## src/rtl/spr_pkg.sv

```systemverilog
// Shared types and constants for the stepper pace ramp controller.
package spr_pkg;

  localparam int PACE_IO_W   = 24;
  localparam int MSTEP_W     = 3;
  localparam int RELOAD_W    = 19;
  localparam int ACCEL_W     = 16;
  localparam int JUMP_W      = 12;
  localparam int RPM_W       = 12;
  localparam int IDX_W       = 8;
  localparam int INCR_W      = 13;
  localparam int DIV_W       = 19;
  localparam int DIV_CNT_W   = $clog2(DIV_W + 1);
  localparam int CFG_AW      = 3;
  localparam int CFG_DW      = 32;

  localparam int RPM_NUMER   = 300000;
  localparam int PACE_FLOOR  = 100;
  localparam int MSTEP_LIMIT = 1400;
  localparam int MSTEP_MAX   = 4;
  localparam int ACCEL_RESET = 50000;
  localparam int JUMP_RESET  = 180;

  // x / 10 for 16-bit x as (x * 52429) >> 19, exact over the whole range.
  localparam int DIV10_MUL   = 52429;
  localparam int DIV10_SHIFT = 19;

  // Register index, taken from paddr[2].
  localparam logic REG_ACCEL = 1'b0;
  localparam logic REG_JUMP  = 1'b1;

  typedef enum logic [2:0] {
    OP_RPM_NEW = 3'd0,
    OP_RPM_CUR = 3'd1,
    OP_END     = 3'd2,
    OP_IDX     = 3'd3,
    OP_TICK    = 3'd4
  } div_op_t;

  typedef enum logic [1:0] {
    SRC_REQ  = 2'd0,
    SRC_QUOT = 2'd1,
    SRC_TGT  = 2'd2
  } apply_src_t;

  typedef struct packed {
    logic       load_item;
    logic       div_start;
    div_op_t    div_op;
    logic       apply_en;
    apply_src_t apply_src;
    logic       ramp_set;
    logic       ramp_clr;
    logic       idx_inc;
    logic       out_load;
  } cmd_t;

  typedef struct packed {
    logic item_tick;
    logic ramp_active;
    logic tick_in_range;
    logic rise_big;
    logic div_busy;
    logic div_done;
  } stat_t;

endpackage

```

## src/rtl/spr_ctrl.sv

```systemverilog
// Controller: sequences the divisions, pace updates and result transfer of one item.
module spr_ctrl import spr_pkg::*; (
  input  logic  clk,
  input  logic  rst_n,
  input  logic  in_valid,
  output logic  in_ready,
  output logic  out_valid,
  input  logic  out_ready,
  input  stat_t stat,
  output cmd_t  cmd
);

  typedef enum logic [8:0] {
    ST_IDLE     = 9'b000000001,
    ST_DECODE   = 9'b000000010,
    ST_DIV_NEW  = 9'b000000100,
    ST_DIV_CUR  = 9'b000001000,
    ST_CMP      = 9'b000010000,
    ST_DIV_END  = 9'b000100000,
    ST_DIV_IDX  = 9'b001000000,
    ST_DIV_TICK = 9'b010000000,
    ST_DONE     = 9'b100000000
  } st_t;

  st_t  state_r;
  st_t  state_nxt;
  logic out_valid_r;
  logic out_valid_nxt;

  always_comb begin
    state_nxt     = state_r;
    cmd           = '0;
    cmd.div_op    = OP_RPM_NEW;
    cmd.apply_src = SRC_REQ;
    case (state_r)
      ST_IDLE: begin
        if (in_valid) begin
          cmd.load_item = 1'b1;
          state_nxt     = ST_DECODE;
        end
      end
      ST_DECODE: begin
        if (!stat.item_tick) begin
          cmd.div_start = 1'b1;
          cmd.div_op    = OP_RPM_NEW;
          state_nxt     = ST_DIV_NEW;
        end else if (stat.ramp_active) begin
          if (stat.tick_in_range) begin
            cmd.div_start = 1'b1;
            cmd.div_op    = OP_TICK;
            state_nxt     = ST_DIV_TICK;
          end else begin
            // Past the last index, or with the index at zero, the ramp lands on its target pace.
            cmd.apply_en  = 1'b1;
            cmd.apply_src = SRC_TGT;
            cmd.ramp_clr  = 1'b1;
            state_nxt     = ST_DONE;
          end
        end else begin
          state_nxt = ST_DONE;
        end
      end
      ST_DIV_NEW: begin
        if (stat.div_done) begin
          cmd.div_start = 1'b1;
          cmd.div_op    = OP_RPM_CUR;
          state_nxt     = ST_DIV_CUR;
        end
      end
      ST_DIV_CUR: begin
        if (stat.div_done) begin
          state_nxt = ST_CMP;
        end
      end
      ST_CMP: begin
        if (stat.rise_big) begin
          cmd.div_start = 1'b1;
          cmd.div_op    = OP_END;
          state_nxt     = ST_DIV_END;
        end else begin
          cmd.apply_en  = 1'b1;
          cmd.apply_src = SRC_REQ;
          cmd.ramp_clr  = 1'b1;
          state_nxt     = ST_DONE;
        end
      end
      ST_DIV_END: begin
        if (stat.div_done) begin
          cmd.div_start = 1'b1;
          cmd.div_op    = OP_IDX;
          state_nxt     = ST_DIV_IDX;
        end
      end
      ST_DIV_IDX: begin
        if (stat.div_done) begin
          cmd.div_op   = OP_IDX;
          cmd.ramp_set = 1'b1;
          state_nxt    = ST_DONE;
        end
      end
      ST_DIV_TICK: begin
        if (stat.div_done) begin
          cmd.div_op    = OP_TICK;
          cmd.apply_en  = 1'b1;
          cmd.apply_src = SRC_QUOT;
          cmd.idx_inc   = 1'b1;
          state_nxt     = ST_DONE;
        end
      end
      ST_DONE: begin
        if (!out_valid_r || out_ready) begin
          cmd.out_load = 1'b1;
          state_nxt    = ST_IDLE;
        end
      end
      default: begin
        state_nxt = ST_IDLE;
      end
    endcase
  end

  always_comb begin
    out_valid_nxt = out_valid_r;
    if (cmd.out_load) begin
      out_valid_nxt = 1'b1;
    end else if (out_ready) begin
      out_valid_nxt = 1'b0;
    end
  end

  always_ff @(posedge clk) begin
    if (!rst_n) begin
      state_r     <= ST_IDLE;
      out_valid_r <= 1'b0;
    end else begin
      state_r     <= state_nxt;
      out_valid_r <= out_valid_nxt;
    end
  end

  assign in_ready  = (state_r == ST_IDLE);
  assign out_valid = out_valid_r;

endmodule

```

## config.mk

```make
export PLATFORM = sky130hd
export DESIGN_NAME = spr_ctrl
export DESIGN_NICKNAME = d
export VERILOG_FILES = /design/src/rtl/spr_pkg.sv /design/src/rtl/spr_ctrl.sv
export SDC_FILE = /design/constraint.sdc
export NUM_CORES = 1
export LEC_CHECK = 0
export BUFFER_PORTS_ARGS = -buffer_cell sky130_fd_sc_hd__buf_2
export CAP_MARGIN = 25
export CORE_ASPECT_RATIO = 1.25
export CORE_UTILIZATION = 36
export CTS_CLUSTER_DIAMETER = 100
export CTS_CLUSTER_SIZE = 28
export DETAILED_ROUTE_END_ITERATION = 12
export GPL_TIMING_DRIVEN = 0
export PLACE_DENSITY = 0.68
export SYNTH_ARGS = -nofsm -noshare
export SYNTH_HDL_FRONTEND = slang
export SYNTH_SLANG_ARGS = --single-unit
```

## constraint.sdc

```tcl
create_clock -name clk -period 3.65 [get_ports clk]
set_input_delay 0.365 -clock clk [delete_from_list [all_inputs] [get_ports clk]]
set_output_delay 0.365 -clock clk [all_outputs]
set_load 0.05 [all_outputs]
```

==> reports/summary.txt <==
STATUS
---------------------------------------------------------------------------------
Outcome                                                              finished, final reports clean

CTS
---------------------------------------------------------------------------------
Total of hold buffers inserted after clock tree synthesis                       0
CTS Buf Count                                                                   3
H-tree depth                                                                    1
Register clock-pin slew on the reported worst setup and hold paths          60 ps
Maximum clock insertion buffer count                                            2
Clk sink count                                                                 10
CTS tree                                                                     done
Clock latency on the worst-skew pair                                       270 ps
Post-CTS Setup Inserts                                                          0
CTS Root Cell                                                            clkbuf_4
Count of cells resized by post-cts repair                                       0

SYNTH
---------------------------------------------------------------------------------
Synthesized area divided by synthesized cell count                       8.02 um2
Cell type with the largest total area after synthesis                     dfxtp_1
Top cell type's share of synthesized area                                   22.9%
Number of enable-type register cells in the synthesized netlist                 0
Net Count, Synth                                                              119
Number of warnings reported in the yosys synthesis log                          0
Number of distinct library cells after synthesis                               46
Async S/R FF share, synth                                                      0%
Top post-synthesis cells by area                                     dfxtp_1, nand2_1, nor4_4
Register area share after synthesis                                         22.9%
Post-synth top flop                                                       dfxtp_1
Synthesized cell area                                                     875 um2
Seq cells post-synth                                                           10
Gate count of the mapped netlist                                              109

FLOORPLAN
---------------------------------------------------------------------------------
Standard-cell rows                                                             19
Die span in y                                                             57.1 um
Area of the core region                                               0.00226 mm2
Starting Density                                                            38.7%
Horizontal extent of the die                                              46.1 um
Total I/O pin count                                                            24
Area enclosed by the die boundary                                     0.00263 mm2

STA
---------------------------------------------------------------------------------
Period Utilization, post-route                                              65.4%
Final total negative setup slack                                             0 ps
Remaining max-slew budget at the tightest pin                               74.9%
Time the worst path needs with I/O delays and setup                       2390 ps
Achievable frequency                                                    0.419 GHz
Worst-Margin Slew                                                          374 ps
Setup violation total in the final timing report                                0
Hold Vio Cnt, Final                                                             0
Layout Skew                                                               3.69 ps
Setup repair after global routing missed its margin                         false
Max Transition Viols Final                                                      0
Post-layout worst setup margin                                            1260 ps

CRITICAL PATH
---------------------------------------------------------------------------------
Setup slack of the most critical reg-to-reg path                          1960 ps
CP max stage delay                                                         320 ps
Worst setup SP type                                                          flop
Critical path buffers and inverters                                             2
Type of destination of the critical path                               output pin
Required time at the worst-slack endpoint                                 3280 ps
Worst setup startpoint                                                 state_r[1]
Dominant cell type by count on the critical path                            buf_2
Data arrival, critical path                                               2020 ps
Max FO, Critical Path                                                           9
CP delay by family, top                                              simple AND/OR/NAND/NOR gates
Critical Path, Cell by Cell                                          buf_2 > nor4_4 > and4b_1 > nor2b_4 > or2_1 > nand2b_1 > buf_2
Kind of critical path                                                  reg -> out
Reg-to-reg critical path startpoint                                    state_r[7]
Slowest cell on crit path                                                  nor4_4

GLOBAL ROUTING
---------------------------------------------------------------------------------
Total Routing Usage GR                                                      17.6%
Remaining global-route overflow                                                 0
Largest net degree at the start of global routing                              11
Antenna violations before repair                                                0
Via count of the first global-routing pass                                    782
First-pass GRT wire length                                                3.41 mm

ROUTING
---------------------------------------------------------------------------------
Post-route DRC violation count                                                  0
Via density                                                                  5.33
Router iterations before antenna repair                                         4
Routed Antenna Nets                                                             0
Count of vias placed by the detailed router                                   874
WL/cell                                                                   12.8 um
Total routed wirelength                                                   2.11 mm
Detailed Route Iter0 Violations                                                24

PLACE
---------------------------------------------------------------------------------
HPWL Detailed                                                             1.63 mm
Post-place setup slack                                                    1570 ps
PortBufs                                                                       21
RD Place Congestion                                                         0.843
Placed Instances                                                              161

PWR
---------------------------------------------------------------------------------
Leakage power                                                            0.501 nW
Worst vdd ir                                                           0.000206 V
Ratio of total power to cell area                                      325 mW/mm2

WORST HOLD PATH
---------------------------------------------------------------------------------
HP Start                                                                    rst_n
Hold Path Class                                                         in -> reg

FINAL LAYOUT
---------------------------------------------------------------------------------
Final layout net count                                                        145
Filler cell count                                                             223
Area Growth Syn to Fin                                                      19.0%
Final instance count without filler cells                                     164
Fraction of layout cells with a size suffix above 1                         33.8%
ANT cells                                                                       0

RUN
---------------------------------------------------------------------------------
Max Cap Viol                                                                    0

[flip-flops by register name, indices dropped and copies added (netlist names)]
name       flops
out_valid      1
state_r        9
[Yosys cell counts (2+ instances only)]
library cell and n:
o31ai_1 2, nand4b_1 2, o21ai_0 2, nand3_1 4, a21boi_1 3, buf_4 3
xor2_1 2, xnor2_1 2, nand4_1 4, nand2_1 12, and3_1 3, dfxtp_1 10
buf_6 3, nor3_1 3, nor4_4 2, and2_1 3, a31oi_1 2, buf_2 2
nor3b_1 2, o21ai_1 3, or2_1 2, nor3_2 2, nor2_1 10, inv_1 3
nand2b_1 2
[metrics by stage]
step	power, mW	utilization [%]	hold slack, ps	instance area, um2
5_1_grt	0.356	46.1	374	1040
3_3_place_gp	0.260	45.1	515	1020
3_5_place_dp	0.262	45.1	527	1020
2_1_floorplan	0.233	-	459	875
6_report	0.338	46.1	358	1040
4_1_cts	0.337	46.1	359	1040
[per-layer routing]
layer / up-vias / global-route usage, % / wire length, um / part of all wire [%]
met5: - / 0 / 0 / 0
met1: 400 / 21.8 / 960 / 46
met3: 7 / 2.22 / 62 / 2.9
li1: 444 / - / - / -
met2: 23 / 28.0 / 1010 / 48
met4: 0 / 10.5 / 68 / 3.2
[power breakdown]
group          total [mW]  internal [mW]  switching (mW)
Combinational       0.144         0.0517          0.0927
Clock              0.0764         0.0382          0.0382
Sequential          0.117          0.115         0.00225
Total               0.338          0.205           0.133
[worst paths after layout]
| check | depth (start not counted) | to |
|---|---|---|
| setup / recovery | 7 | cmd[6] |
| hold / removal | 2 | state_r[2] |
| setup reg to reg | 6 | state_r[0] |
| hold reg to reg | 2 | out_valid |
[placed cells by master (no fill, tap or decap), types with 3 or more instances in the layout]
cell type / instances
buf_6: 3
buf_2: 23
dfxtp_1: 10
o21ai_1: 3
nor3_1: 3
nand4_1: 4
nand3_1: 4
inv_1: 3
buf_4: 3
a21boi_1: 3
nor2_1: 10
nand2_1: 12
clkbuf_4: 3
and3_1: 3
and2_1: 3
[cell type report]
class                   instances  area [um2]  share of cell area, %
plain buffers                   8        66.3                   6.37
clock buffers                   3        22.5                   2.16
inverters                       4        15.0                   1.44
multi-input cells              87         593                   57.0
flip-flops and latches         10         200                   19.2
well taps                      31        38.8                   3.73
repair buffers                 21         105                   10.1
[logic make-up after synthesis]
kind of cell           share of synthesized area, %
AO/OA/AOI/OAI                                  15.9
XOR/XNOR                                       4.01
buffers and inverters                          9.30
flip-flops                                     22.9
multiplexers                                   2.43
AND/OR/NAND/NOR                                45.5
(Power assumes the default switching activity.)
