===== src/rtl/spr_pkg.sv =====
// Shared types and constants for the stepper pace ramp controller.
package spr_pkg;

  localparam int PACE_IO_W   = 24;
  localparam int MSTEP_W     = 3;
  localparam int RELOAD_W    = 19;
  localparam int ACCEL_W     = 16;
  localparam int JUMP_W      = 12;
  localparam int RPM_W       = 12;
  localparam int IDX_W       = 8;
  localparam int INCR_W      = 13;
  localparam int DIV_W       = 19;
  localparam int DIV_CNT_W   = $clog2(DIV_W + 1);
  localparam int CFG_AW      = 3;
  localparam int CFG_DW      = 32;

  localparam int RPM_NUMER   = 300000;
  localparam int PACE_FLOOR  = 100;
  localparam int MSTEP_LIMIT = 1400;
  localparam int MSTEP_MAX   = 4;
  localparam int ACCEL_RESET = 50000;
  localparam int JUMP_RESET  = 180;

  // x / 10 for 16-bit x as (x * 52429) >> 19, exact over the whole range.
  localparam int DIV10_MUL   = 52429;
  localparam int DIV10_SHIFT = 19;

  // Register index, taken from paddr[2].
  localparam logic REG_ACCEL = 1'b0;
  localparam logic REG_JUMP  = 1'b1;

  typedef enum logic [2:0] {
    OP_RPM_NEW = 3'd0,
    OP_RPM_CUR = 3'd1,
    OP_END     = 3'd2,
    OP_IDX     = 3'd3,
    OP_TICK    = 3'd4
  } div_op_t;

  typedef enum logic [1:0] {
    SRC_REQ  = 2'd0,
    SRC_QUOT = 2'd1,
    SRC_TGT  = 2'd2
  } apply_src_t;

  typedef struct packed {
    logic       load_item;
    logic       div_start;
    div_op_t    div_op;
    logic       apply_en;
    apply_src_t apply_src;
    logic       ramp_set;
    logic       ramp_clr;
    logic       idx_inc;
    logic       out_load;
  } cmd_t;

  typedef struct packed {
    logic item_tick;
    logic ramp_active;
    logic tick_in_range;
    logic rise_big;
    logic div_busy;
    logic div_done;
  } stat_t;

endpackage


===== src/rtl/spr_div.sv =====
// Restoring serial divider, one quotient bit per cycle.
module spr_div import spr_pkg::*; #(
  parameter int PACE_WIDTH = 24
) (
  input  logic                  clk,
  input  logic                  rst_n,
  input  logic                  start,
  input  logic [DIV_W-1:0]      dividend,
  input  logic [PACE_WIDTH-1:0] divisor,
  output logic                  busy,
  output logic                  done,
  output logic [DIV_W-1:0]      quotient
);

  logic                  busy_r;
  logic                  done_r;
  logic [DIV_CNT_W-1:0]  cnt_r;
  logic [DIV_W-1:0]      dvd_r;
  logic [PACE_WIDTH-1:0] rem_r;
  logic [PACE_WIDTH-1:0] dsr_r;
  logic [PACE_WIDTH:0]   trial;
  logic                  qbit;
  logic [PACE_WIDTH-1:0] rem_nxt;

  always_comb begin
    trial   = {rem_r, dvd_r[DIV_W-1]};
    qbit    = (trial >= {1'b0, dsr_r});
    rem_nxt = qbit ? PACE_WIDTH'(trial - {1'b0, dsr_r}) : trial[PACE_WIDTH-1:0];
  end

  always_ff @(posedge clk) begin
    if (!rst_n) begin
      busy_r <= 1'b0;
      done_r <= 1'b0;
      cnt_r  <= '0;
    end else begin
      done_r <= 1'b0;
      if (start) begin
        busy_r <= 1'b1;
        cnt_r  <= DIV_CNT_W'(DIV_W);
      end else if (busy_r) begin
        cnt_r <= cnt_r - DIV_CNT_W'(1);
        if (cnt_r == DIV_CNT_W'(1)) begin
          busy_r <= 1'b0;
          done_r <= 1'b1;
        end
      end
    end
  end

  // The dividend register shifts out its top bit and takes in quotient bits.
  always_ff @(posedge clk) begin
    if (start) begin
      dvd_r <= dividend;
      rem_r <= '0;
      dsr_r <= divisor;
    end else if (busy_r) begin
      dvd_r <= {dvd_r[DIV_W-2:0], qbit};
      rem_r <= rem_nxt;
    end
  end

  assign busy     = busy_r;
  assign done     = done_r;
  assign quotient = dvd_r;

endmodule


===== src/rtl/spr_datapath.sv =====
// Datapath: pace and ramp state, shared divider, pace application and result register.
module spr_datapath import spr_pkg::*; #(
  parameter int PACE_WIDTH = 24
) (
  input  logic                 clk,
  input  logic                 rst_n,
  input  logic                 in_mode,
  input  logic [PACE_IO_W-1:0] in_pace,
  input  logic [ACCEL_W-1:0]   accel_rate,
  input  logic [JUMP_W-1:0]    max_rpm_jump,
  input  cmd_t                 cmd,
  output stat_t                stat,
  output logic [PACE_IO_W-1:0] out_pace,
  output logic [MSTEP_W-1:0]   out_mstep,
  output logic                 out_enabled,
  output logic [RELOAD_W-1:0]  out_reload,
  output logic                 out_busy,
  output logic                 out_changed
);

  logic                  item_tick_r;
  logic [PACE_WIDTH-1:0] item_pace_r;

  logic [PACE_WIDTH-1:0] current_pace_r;
  logic                  stopped_r;
  logic                  ramp_active_r;
  logic [IDX_W-1:0]      ramp_index_r;
  logic [IDX_W-1:0]      ramp_end_r;
  logic [PACE_WIDTH-1:0] ramp_target_r;
  logic [MSTEP_W-1:0]    step_mode_r;
  logic [RELOAD_W-1:0]   reload_r;
  logic                  changed_r;

  div_op_t               op_r;
  logic                  guard_r;
  logic [RPM_W-1:0]      rpm_new_r;
  logic [RPM_W-1:0]      rpm_cur_r;
  logic [IDX_W-1:0]      q_end_r;

  logic [PACE_IO_W-1:0]  out_pace_r;
  logic [MSTEP_W-1:0]    out_mstep_r;
  logic                  out_enabled_r;
  logic [RELOAD_W-1:0]   out_reload_r;
  logic                  out_busy_r;
  logic                  out_changed_r;

  logic [31:0]           incr_prod;
  logic [INCR_W-1:0]     incr;
  logic [DIV_W-1:0]      div_dvd;
  logic [PACE_WIDTH-1:0] div_dsr;
  logic                  div_guard;
  logic                  div_busy;
  logic                  div_done;
  logic [DIV_W-1:0]      div_q;
  logic [DIV_W-1:0]      q_eff;

  logic [PACE_WIDTH-1:0] apply_src;
  logic [PACE_WIDTH-1:0] halved;
  logic [MSTEP_W-1:0]    apply_mode;
  logic                  mode_found;
  logic                  apply_stop;
  logic [RELOAD_W-1:0]   apply_reload;

  assign incr_prod = 32'(accel_rate) * 32'(DIV10_MUL);
  assign incr      = incr_prod[DIV10_SHIFT +: INCR_W];

  always_comb begin
    div_dvd = DIV_W'(RPM_NUMER);
    div_dsr = item_pace_r;
    case (cmd.div_op)
      OP_RPM_NEW: begin
        div_dvd = DIV_W'(RPM_NUMER);
        div_dsr = item_pace_r;
      end
      OP_RPM_CUR: begin
        div_dvd = DIV_W'(RPM_NUMER);
        div_dsr = current_pace_r;
      end
      OP_END: begin
        div_dvd = DIV_W'(incr);
        div_dsr = item_pace_r;
      end
      OP_IDX: begin
        div_dvd = DIV_W'(incr);
        div_dsr = current_pace_r;
      end
      OP_TICK: begin
        div_dvd = DIV_W'(incr);
        div_dsr = PACE_WIDTH'(ramp_index_r);
      end
      default: begin
        div_dvd = DIV_W'(RPM_NUMER);
        div_dsr = item_pace_r;
      end
    endcase
    // Speed and ramp bounds read as zero for a pace below the minimum.
    div_guard = (cmd.div_op != OP_TICK) && (div_dsr < PACE_WIDTH'(PACE_FLOOR));
  end

  spr_div #(
    .PACE_WIDTH (PACE_WIDTH)
  ) u_div (
    .clk      (clk),
    .rst_n    (rst_n),
    .start    (cmd.div_start),
    .dividend (div_dvd),
    .divisor  (div_dsr),
    .busy     (div_busy),
    .done     (div_done),
    .quotient (div_q)
  );

  assign q_eff = guard_r ? '0 : div_q;

  always_comb begin
    apply_src = item_pace_r;
    case (cmd.apply_src)
      SRC_REQ:  apply_src = item_pace_r;
      SRC_QUOT: apply_src = PACE_WIDTH'(q_eff[INCR_W-1:0]);
      SRC_TGT:  apply_src = ramp_target_r;
      default:  apply_src = item_pace_r;
    endcase
  end

  // Halve until below the microstep limit, at most four times.
  always_comb begin
    halved     = apply_src;
    apply_mode = MSTEP_W'(MSTEP_MAX);
    mode_found = 1'b0;
    for (int i = 0; i < MSTEP_MAX; i++) begin
      if (!mode_found) begin
        if (halved < PACE_WIDTH'(MSTEP_LIMIT)) begin
          apply_mode = MSTEP_W'(i);
          mode_found = 1'b1;
        end else begin
          halved = halved >> 1;
        end
      end
    end
    apply_stop   = (halved <= PACE_WIDTH'(PACE_FLOOR));
    apply_reload = RELOAD_W'((halved >> 1) - PACE_WIDTH'(1));
  end

  always_ff @(posedge clk) begin
    if (cmd.load_item) begin
      item_tick_r <= in_mode;
      item_pace_r <= PACE_WIDTH'(in_pace);
    end
  end

  always_ff @(posedge clk) begin
    if (cmd.div_start) begin
      op_r    <= cmd.div_op;
      guard_r <= div_guard;
    end
    if (div_done) begin
      case (op_r)
        OP_RPM_NEW: rpm_new_r <= q_eff[RPM_W-1:0];
        OP_RPM_CUR: rpm_cur_r <= q_eff[RPM_W-1:0];
        OP_END:     q_end_r   <= q_eff[IDX_W-1:0];
        default:    ;
      endcase
    end
  end

  always_ff @(posedge clk) begin
    if (!rst_n) begin
      current_pace_r <= '0;
      stopped_r      <= 1'b1;
      ramp_active_r  <= 1'b0;
      ramp_index_r   <= '0;
      ramp_end_r     <= '0;
      ramp_target_r  <= '0;
      step_mode_r    <= '0;
      reload_r       <= '0;
      changed_r      <= 1'b0;
    end else begin
      if (cmd.load_item) begin
        changed_r <= 1'b0;
      end
      if (cmd.apply_en) begin
        current_pace_r <= apply_src;
        step_mode_r    <= apply_mode;
        stopped_r      <= apply_stop;
        changed_r      <= 1'b1;
        if (!apply_stop) begin
          reload_r <= apply_reload;
        end
      end
      if (cmd.ramp_clr) begin
        ramp_active_r <= 1'b0;
      end
      if (cmd.ramp_set) begin
        ramp_active_r <= 1'b1;
        ramp_target_r <= item_pace_r;
        ramp_end_r    <= q_end_r;
        ramp_index_r  <= q_eff[IDX_W-1:0] + IDX_W'(1);
      end
      if (cmd.idx_inc) begin
        ramp_index_r <= ramp_index_r + IDX_W'(1);
      end
    end
  end

  always_ff @(posedge clk) begin
    if (cmd.out_load) begin
      out_pace_r    <= PACE_IO_W'(current_pace_r);
      out_mstep_r   <= step_mode_r;
      out_enabled_r <= !stopped_r;
      out_reload_r  <= reload_r;
      out_busy_r    <= ramp_active_r;
      out_changed_r <= changed_r;
    end
  end

  always_comb begin
    stat.item_tick     = item_tick_r;
    stat.ramp_active   = ramp_active_r;
    stat.tick_in_range = (ramp_index_r < ramp_end_r) && (ramp_index_r != '0);
    stat.rise_big      = ({1'b0, rpm_new_r} >
                          ({1'b0, rpm_cur_r} + (RPM_W + 1)'(max_rpm_jump)));
    stat.div_busy      = div_busy;
    stat.div_done      = div_done;
  end

  assign out_pace    = out_pace_r;
  assign out_mstep   = out_mstep_r;
  assign out_enabled = out_enabled_r;
  assign out_reload  = out_reload_r;
  assign out_busy    = out_busy_r;
  assign out_changed = out_changed_r;

endmodule


===== config.mk =====
export PLATFORM = sky130hd
export DESIGN_NAME = spr_datapath
export DESIGN_NICKNAME = d
export VERILOG_FILES = /design/src/rtl/spr_pkg.sv /design/src/rtl/spr_div.sv /design/src/rtl/spr_datapath.sv
export SDC_FILE = /design/constraint.sdc
export NUM_CORES = 1
export LEC_CHECK = 0
export BUFFER_PORTS_ARGS = -buffer_cell sky130_fd_sc_hd__buf_2
export CORE_AREA = 2 2 251 253
export DETAILED_ROUTE_END_ITERATION = 12
export DIE_AREA = 0 0 253 255
export PLACE_DENSITY = 0.5
export SLEW_MARGIN = 25
export SYNTH_ARGS = -nofsm -noshare
export SYNTH_HDL_FRONTEND = slang
export SYNTH_SLANG_ARGS = --single-unit

===== constraint.sdc =====
create_clock -name clk -period 9.8 [get_ports clk]
set_clock_uncertainty 0.2 [all_clocks]
set_input_delay 1.96 -clock clk [delete_from_list [all_inputs] [get_ports clk]]
set_output_delay 1.96 -clock clk [all_outputs]
set_load 0.02 [all_outputs]

==> results of run 1 <==
## power groups by stage
stage	Clock, W	Sequential (W)	Combinational, W
floorplan	0	0.00143	0.00138
global placement	0	0.00145	0.00185
detailed placement	0	0.00145	0.00187
CTS	0.00116	0.00142	0.00190
global route	0.00120	0.00143	0.00214
finish	0.00112	0.00142	0.00188
## worst min path at each step
stage,endpoint,cells after the start
floorplan,out_mstep[1]$_DFFE_PP_,0
global placement,out_reload[9]$_DFFE_PP_,0
detailed placement,out_mstep[1]$_DFFE_PP_,0
CTS,out_changed$_DFFE_PP_,0
global route,out_mstep[1]$_DFFE_PP_,0
finish,out_mstep[1]$_DFFE_PP_,0
## metal layers
| metal | GRT usage | wire length [µm] | up-vias | part of all wire |
|---|---|---|---|---|
| met3 | 0.0250 | 2130 | 67 | 0.044 |
| met5 | 0 | 102 | - | 0.0021 |
| met2 | 0.248 | 22700 | 206 | 0.47 |
| met4 | 0.0347 | 814 | 16 | 0.017 |
| li1 | - | - | 6512 | - |
| met1 | 0.199 | 22600 | 6373 | 0.47 |
## metrics by stage
step / utilization / std cells / hold slack [ns] / total power [W]
floorplan: - / 1787 / 0.201 / 0.00281
global placement: 0.317 / 2649 / 0.215 / 0.00330
detailed placement: 0.317 / 2649 / 0.216 / 0.00332
CTS: 0.333 / 2705 / 0.231 / 0.00448
global route: 0.333 / 2706 / 0.242 / 0.00477
finish: 0.334 / 2708 / 0.230 / 0.00442
## cell usage in the layout, fill, tap and decap left out, types with 16 or more instances in the layout
cell type / Yosys / layout
inv_1: 210 / 209
clkbuf_16: 0 / 31
edfxtp_1: 153 / 153
nand2_1: 72 / 72
xor2_1: 25 / 25
xnor2_1: 40 / 40
nor2b_1: 27 / 27
fa_1: 83 / 83
o21a_1: 16 / 16
ha_1: 192 / 192
a211oi_1: 45 / 45
nand2b_1: 20 / 20
buf_2: 5 / 120
a21oi_1: 96 / 95
mux2i_1: 67 / 67
dfxtp_1: 120 / 119
o21ai_0: 60 / 60
nor3_1: 22 / 22
a21o_1: 20 / 20
a22o_1: 18 / 18
nor2_1: 180 / 179
and3_1: 17 / 17
## synth_stat cells, types with 13 or more instances
| library cell | number | area, µm² |
|---|---|---|
| o21ai_0 | 60 | 300 |
| ha_1 | 192 | 2400 |
| nand2b_1 | 20 | 125 |
| clkbuf_1 | 42 | 158 |
| nand2_1 | 72 | 270 |
| a22o_1 | 18 | 158 |
| inv_1 | 210 | 788 |
| a21o_1 | 20 | 150 |
| xor2_1 | 25 | 219 |
| o21a_1 | 16 | 120 |
| nor3_1 | 22 | 110 |
| nor2b_1 | 27 | 169 |
| a21oi_1 | 96 | 480 |
| xnor2_1 | 40 | 350 |
| mux2i_1 | 67 | 671 |
| nand4_1 | 13 | 81.3 |
| a211oi_1 | 45 | 338 |
| fa_1 | 83 | 1660 |
| edfxtp_1 | 153 | 4590 |
| and3_1 | 17 | 106 |
| nor2_1 | 180 | 676 |
| dfxtp_1 | 120 | 2400 |
## state kept, by name, indices dropped and copies added, names as in the netlist, 3 cells and up
signal	cells
u_div.rem_r	24
step_mode_r	3
op_r	3
out_reload	19
item_pace_r	24
current_pace_r	24
ramp_index_r	8
out_mstep	3
q_end_r	8
out_pace	24
rpm_cur_r	12
u_div.dsr_r	24
u_div.quotient	19
ramp_target_r	24
reload_r	19
ramp_end_r	8
rpm_new_r	12
u_div.cnt_r	5
## cell families after synthesis
kind of cell             Yosys count
AND/OR/NAND/NOR                  423
adder cells (fa/ha/maj)          275
buffers and inverters            280
XOR/XNOR                          65
multiplexers                      78
flip-flops                       273
AO/OA/AOI/OAI                    393
## area by class of cell
cell class / count / area (µm²)
fill: 6361 / 41400
tap: 799 / 1000
sequential: 273 / 7000
inverter: 210 / 788
clock buffer: 39 / 846
multi-input combinational: 1234 / 10300
timing repair buffer: 133 / 698
clock inverter: 17 / 140
antenna: 3 / 7.51
==> flow_summary.toml, run 1 <==
[worst_setup_path]
critical_path_required_ns = 9.91
critPathTopFamily = "adder cells"
critPathCaptureType = "register"
crit_top_cell = "fa_1"
crit_path_end = "u_div.quotient[12]$_DFFE_PP_"
r2r_end = "reload_r[12]$_SDFFE_PN0P_"
path_depth = 23
rr_worst_depth = 17
start_kind = "input pin"
cp_max_fo = 5
regToRegStartpoint = "guard_r$_DFFE_PP_"
r2r_setup_slack_ns = 3.97
cp.arrival_ns = 8.19
cpPeakStageDelay_ns = 0.57
worst-setup-path-type = "in2reg"
cp_slowest_cell = "fa_1"
crit_start = "accel_rate[2]"
path_cells = "buf_2, ha_1, inv_1, fa_1, inv_1, fa_1, fa_1, fa_1, fa_1, ha_1, nand4_1, a21oi_1, o211ai_1, o21ai_0, a211oi_1, o21a_1, o31ai_1, nor4_1, nor3_1, a21oi_1, o21bai_1, xnor2_1, o22a_1"
path_buf_inv = 3

[grt]
grt_pass1_vias = 13200
grt_pass1_wl_mm = 74.8
overflow = 0
grt_usage = 0.148
grt_antenna_before_repair = 11
grt_max_degree = 77

[clock_tree]
htree_levels = 1
cts_num_sinks = 273
numCtsBuffers = 30
clockRootBuffer = "clkbuf_16"
clockBufferDepth = 3
post-cts-setup-buffer-count = 0
cts_resized = 0
clock_latency_ns = 0.58
holdBufCountCts = 0
clk_pin_slew_ns = 0.06
cts_tree = "done"

[worst_hold_path]
hold_class = "reg2reg"
worst_hold_startpoint = "step_mode_r[1]$_SDFFE_PN0P_"

[placement]
gp_routability_congestion = 0.884
numPortBuffers = 121
dp_slack_ns = 1.18
dpl-instance-area_mm2 = 0.0197
hpwlAfterDp_mm = 37.8

[floorplan]
initial_core_util = 0.295
core_mm2 = 0.0622
die_y_um = 255
num_rows = 92
die_w_um = 253
die-area_mm2 = 0.0645
io_pins = 122

[synth]
synth_simple_gate_area_frac = 0.111
ys_ff_latch = 273
syn-num-nets = 2129
synthArstFlopShare = 0
synth_cell_type_count = 91
ys.flop_type = "edfxtp_1"
synth_cells = 1787
synth_xor_area_frac = 0.0310
synth_top_family_by_area = "adder cells"
synth.avg_cell_area_um2 = 10.3
synth_fa_ha_area_frac = 0.221
synth_compound_area_frac = 0.150
yosys_warnings = 0
seq_area_frac_synth = 0.381
synth_edf_count = 153
synth.area.mux_share = 0.0433
synth_area_mm2 = 0.0184

[sta]
setup_viol_count_final = 0
rsz0062_at_grt = "no"
fmax_ghz = 0.124
worstMarginPinSlew_ns = 0.975
slew_violations = 0
maxSlewHeadroom = 0.350
fin_crit_ns = 8.08
fin_setup_tns_ns = 0
fin_ws_ns = 1.72
hold_viol_final = 0
min_period_over_period = 0.824

[detailed_routing]
routedWlPerCell_um = 17.9
antenna_left = 0
totalWireLength_mm = 48.4
drt_iter0_markers = 698
vias = 13200
route.detailed.drc = 0
viasPerCell = 4.86
firstDrtPassIters = 5

[pwr]
p_comb_frac = 0.424
seq_power_share = 0.321
p_switching_w = 0.00164
power_switching_share = 0.370
leakage_nw = 9.03
p_int_w = 0.00279
ir_drop_uv = 112
clkPwrFrac = 0.254
power_density_mw_per_mm2 = 213

[run]
max_cap_violations = 0

[finish]
final_nets = 2224
stdcell_area_mm2 = 0.0207
drive_above_1_share = 0.126
area_growth_syn_to_layout_pct = 13.0

[status]
status = "finished, final reports clean"
Power figures use the tool's default switching activity.
==> run 2: changes to the inputs <==
--- a/config.mk
+++ b/config.mk
@@ -5,11 +5,12 @@
 export SDC_FILE = /design/constraint.sdc
 export NUM_CORES = 1
 export LEC_CHECK = 0
+export ABC_AREA = 1
 export BUFFER_PORTS_ARGS = -buffer_cell sky130_fd_sc_hd__buf_2
-export CORE_AREA = 2 2 251 253
+export CORE_AREA = 2 2 250 252
 export DETAILED_ROUTE_END_ITERATION = 12
-export DIE_AREA = 0 0 253 255
-export PLACE_DENSITY = 0.5
+export DIE_AREA = 0 0 252 254
+export PLACE_DENSITY = 0.51
 export SLEW_MARGIN = 25
 export SYNTH_ARGS = -nofsm -noshare
 export SYNTH_HDL_FRONTEND = slang
==> constraint.sdc (replaced) <==
create_clock -name clk -period 7.3 [get_ports clk]
set_clock_uncertainty 0.2 [all_clocks]
set_input_delay 1.46 -clock clk [delete_from_list [all_inputs] [get_ports clk]]
set_output_delay 1.46 -clock clk [all_outputs]
set_load 0.02 [all_outputs]
==> run 2 against run 1 <==
  * First-iteration DRC count rose by 49%
  * Clock-buffer cell count up 9
  * Global-route usage is 1.2 points higher
  * Sequential share of layout area is 0.55 points lower
  * Area after synthesis is 1.0% lower
  * Flip-flop and latch count unchanged
  * Design area rose by 1.6%
  * Critical path depth grew 3
  * Die area decreased by 0.79%
  * Routed wire length up 4.9%
  * Cell count up 13%
  * Critical path type unchanged
  * Largest cell class unchanged
  * Largest power group unchanged
==> flow_summary.toml, run 2 <==
[grt]
grt_usage = 0.160
grt_pass1_vias = 14300
grt_max_degree = 79
grt_pass1_wl_mm = 79.8
grt_antenna_before_repair = 14
overflow = 0

[synth]
ys_ff_latch = 273
synth_simple_gate_area_frac = 0.156
seq_area_frac_synth = 0.385
synth_top_area_cell = "edfxtp_1"
synth_cells = 2074
synth_top_area_share = 0.253
synth.avg_cell_area_um2 = 8.76
synth_area_mm2 = 0.0182
yosysMostFrequentCell = "nand2_1"
ys_top_cells_by_count = "nand2_1, inv_1, ha_1"
synth.area.mux_share = 0.000551
synth_top_family_by_area = "adder cells"
ys.flop_type = "edfxtp_1"
synthArstFlopShare = 0
yosys_warnings = 0
synth_xor_area_frac = 0.0207
synth_fa_ha_area_frac = 0.224
synth_edf_count = 153
synth_compound_area_frac = 0.122
netlist_top_cells_area = "edfxtp_1, dfxtp_1, ha_1"
synth_cell_type_count = 55
syn-num-nets = 2416

[floorplan]
io_pins = 122
core_mm2 = 0.0613
die_w_um = 252
num_rows = 91
die_y_um = 254
die-area_mm2 = 0.0640
initial_core_util = 0.297

[clock_tree]
htree_levels = 2
clk_pin_slew_ns = 0.06
holdBufCountCts = 0
clockBufferDepth = 3
cts_tree = "done"
cts_num_sinks = 273
post-cts-setup-buffer-count = 0
numCtsBuffers = 35
clockRootBuffer = "clkbuf_16"
clock_latency_ns = 0.54

[finish]
final_util = 0.344
final_nets = 2571
drive_above_1_share = 0.126
final_common_cell = "nand2_1"
area_growth_syn_to_layout_pct = 16.0
final_cell_mix = "nand2_1, inv_1, ha_1, o21ai_0, edfxtp_1"
fill_cells = 6408

[pwr]
clkPwrFrac = 0.296
p_switching_w = 0.00212
leakage_nw = 9.89
power_switching_share = 0.361
ir_drop_uv = 151
power_density_mw_per_mm2 = 279
p_comb_frac = 0.388
p_int_w = 0.00376
seq_power_share = 0.316

[worst_hold_path]
worst_hold_startpoint = "reload_r[1]$_SDFFE_PN0P_"
min_to = "out_reload[1]$_DFFE_PP_"
hold_class = "reg2reg"
hold_path_depth = 0

[status]
status = "finished, final reports clean"

[placement]
hpwlAfterDp_mm = 40.5
dp_slack_ns = -0.0207
numPortBuffers = 121
gp_routability_congestion = 0.922

[worst_setup_path]
worst-setup-path-type = "in2reg"
cp_slowest_cell = "fa_1"
cp_max_fo = 5
start_kind = "input pin"
critical_path_required_ns = 7.39
cp.arrival_ns = 6.84
critPathCaptureType = "register"
r2r_setup_slack_ns = 1.37
cpPeakStageDelay_ns = 0.55
regToRegStartpoint = "guard_r$_DFFE_PP_"
crit_start = "accel_rate[4]"
rr_worst_depth = 41
r2r_end = "reload_r[14]$_SDFFE_PN0P_"

[detailed_routing]
routedWlPerCell_um = 16.6
vias = 14100
drt_iter0_markers = 1039
viasPerCell = 4.63
route.detailed.drc = 0
antenna_left = 0
totalWireLength_mm = 50.7
firstDrtPassIters = 5

[run]
max_cap_violations = 0

[sta]
fin_crit_ns = 6.75
rsz0062_at_grt = "no"
fmax_ghz = 0.148
slew_violations = 0
worstMarginPinSlew_ns = 0.927
maxSlewHeadroom = 0.378
min_period_over_period = 0.925
hold_viol_final = 0
fin_ws_ns = 0.550
setup_viol_count_final = 0
## run 2: layout make-up
class	count	area [µm²]	share of cell area
clock inverters	16	134	0.00635
well taps	790	988	0.0469
inverters	366	1370	0.0652
multi-input cells	1378	9500	0.451
flip-flops and latches	273	7000	0.332
diodes	4	10.0	0.000475
repair buffers	175	1010	0.0480
clock buffers	48	1050	0.0499
## run 2: worst max-delay path, delay by kind of cell
kind	cells	cell delay [ns]
compound gates	9	1.29
fa+ha+maj	7	3.28
buf+inv	4	0.34
simple gates	6	0.48
## run 2: cells by family (layout without fill, tap and decap cells)
logic type	count (synthesis)	count (layout)
XOR/XNOR	43	43
AND/OR/NAND/NOR	664	664
AO/OA/AOI/OAI	395	395
buffers and inverters	423	605
other	0	4
flip-flops	273	273
adder cells (fa/ha/maj)	275	275
multiplexers	1	1
## run 2: per-stage QoR
step	total power (W)	hold WS, ns	area (µm²)	TNS (ns)	std cells
final	0.00588	0.227	21100	0	3050
after global routing	0.00639	0.236	21100	0	3049
after detailed placement	0.00418	0.217	19900	-0.0320	2982
after global placement	0.00417	0.218	19900	0	2982
after CTS	0.00597	0.229	21100	0	3046
after floorplan	0.00350	0.203	18200	0	2074
## run 2: worst max-delay path by stage
stage               cells past startpoint  slack [ns]                            to
detailed placement                     26       -0.02  u_div.quotient[12]$_DFFE_PP_
CTS                                    26        0.54  u_div.quotient[12]$_DFFE_PP_
global placement                       33        0.04  u_div.quotient[12]$_DFFE_PP_
floorplan                              23        0.51  u_div.quotient[11]$_DFFE_PP_
finish                                 26        0.55  u_div.quotient[12]$_DFFE_PP_
global route                           41        0.02     reload_r[17]$_SDFFE_PN0P_
## run 2: power by group through the flow
stage | Clock [W] | Combinational [W] | Sequential, W
floorplan | 0 | 0.00162 | 0.00188
global placement | 0 | 0.00228 | 0.00189
detailed placement | 0 | 0.00229 | 0.00189
CTS | 0.00179 | 0.00232 | 0.00186
global route | 0.00184 | 0.00268 | 0.00187
finish | 0.00174 | 0.00228 | 0.00186
## run 2: repair_timing
item / CTS / global route
endpoints found under the hold margin: 0 / 0
setup endpoints to repair: 0 / 4
gates resized for setup: 0 / 1
## run 2: metal layers
metal / vias up / part of all wire / global-route usage
li1: 7164 / - / -
met1: 6618 / 0.46 / 0.210
met2: 247 / 0.46 / 0.265
met3: 82 / 0.048 / 0.0315
met4: 22 / 0.023 / 0.0484
met5: - / 0.0030 / 0
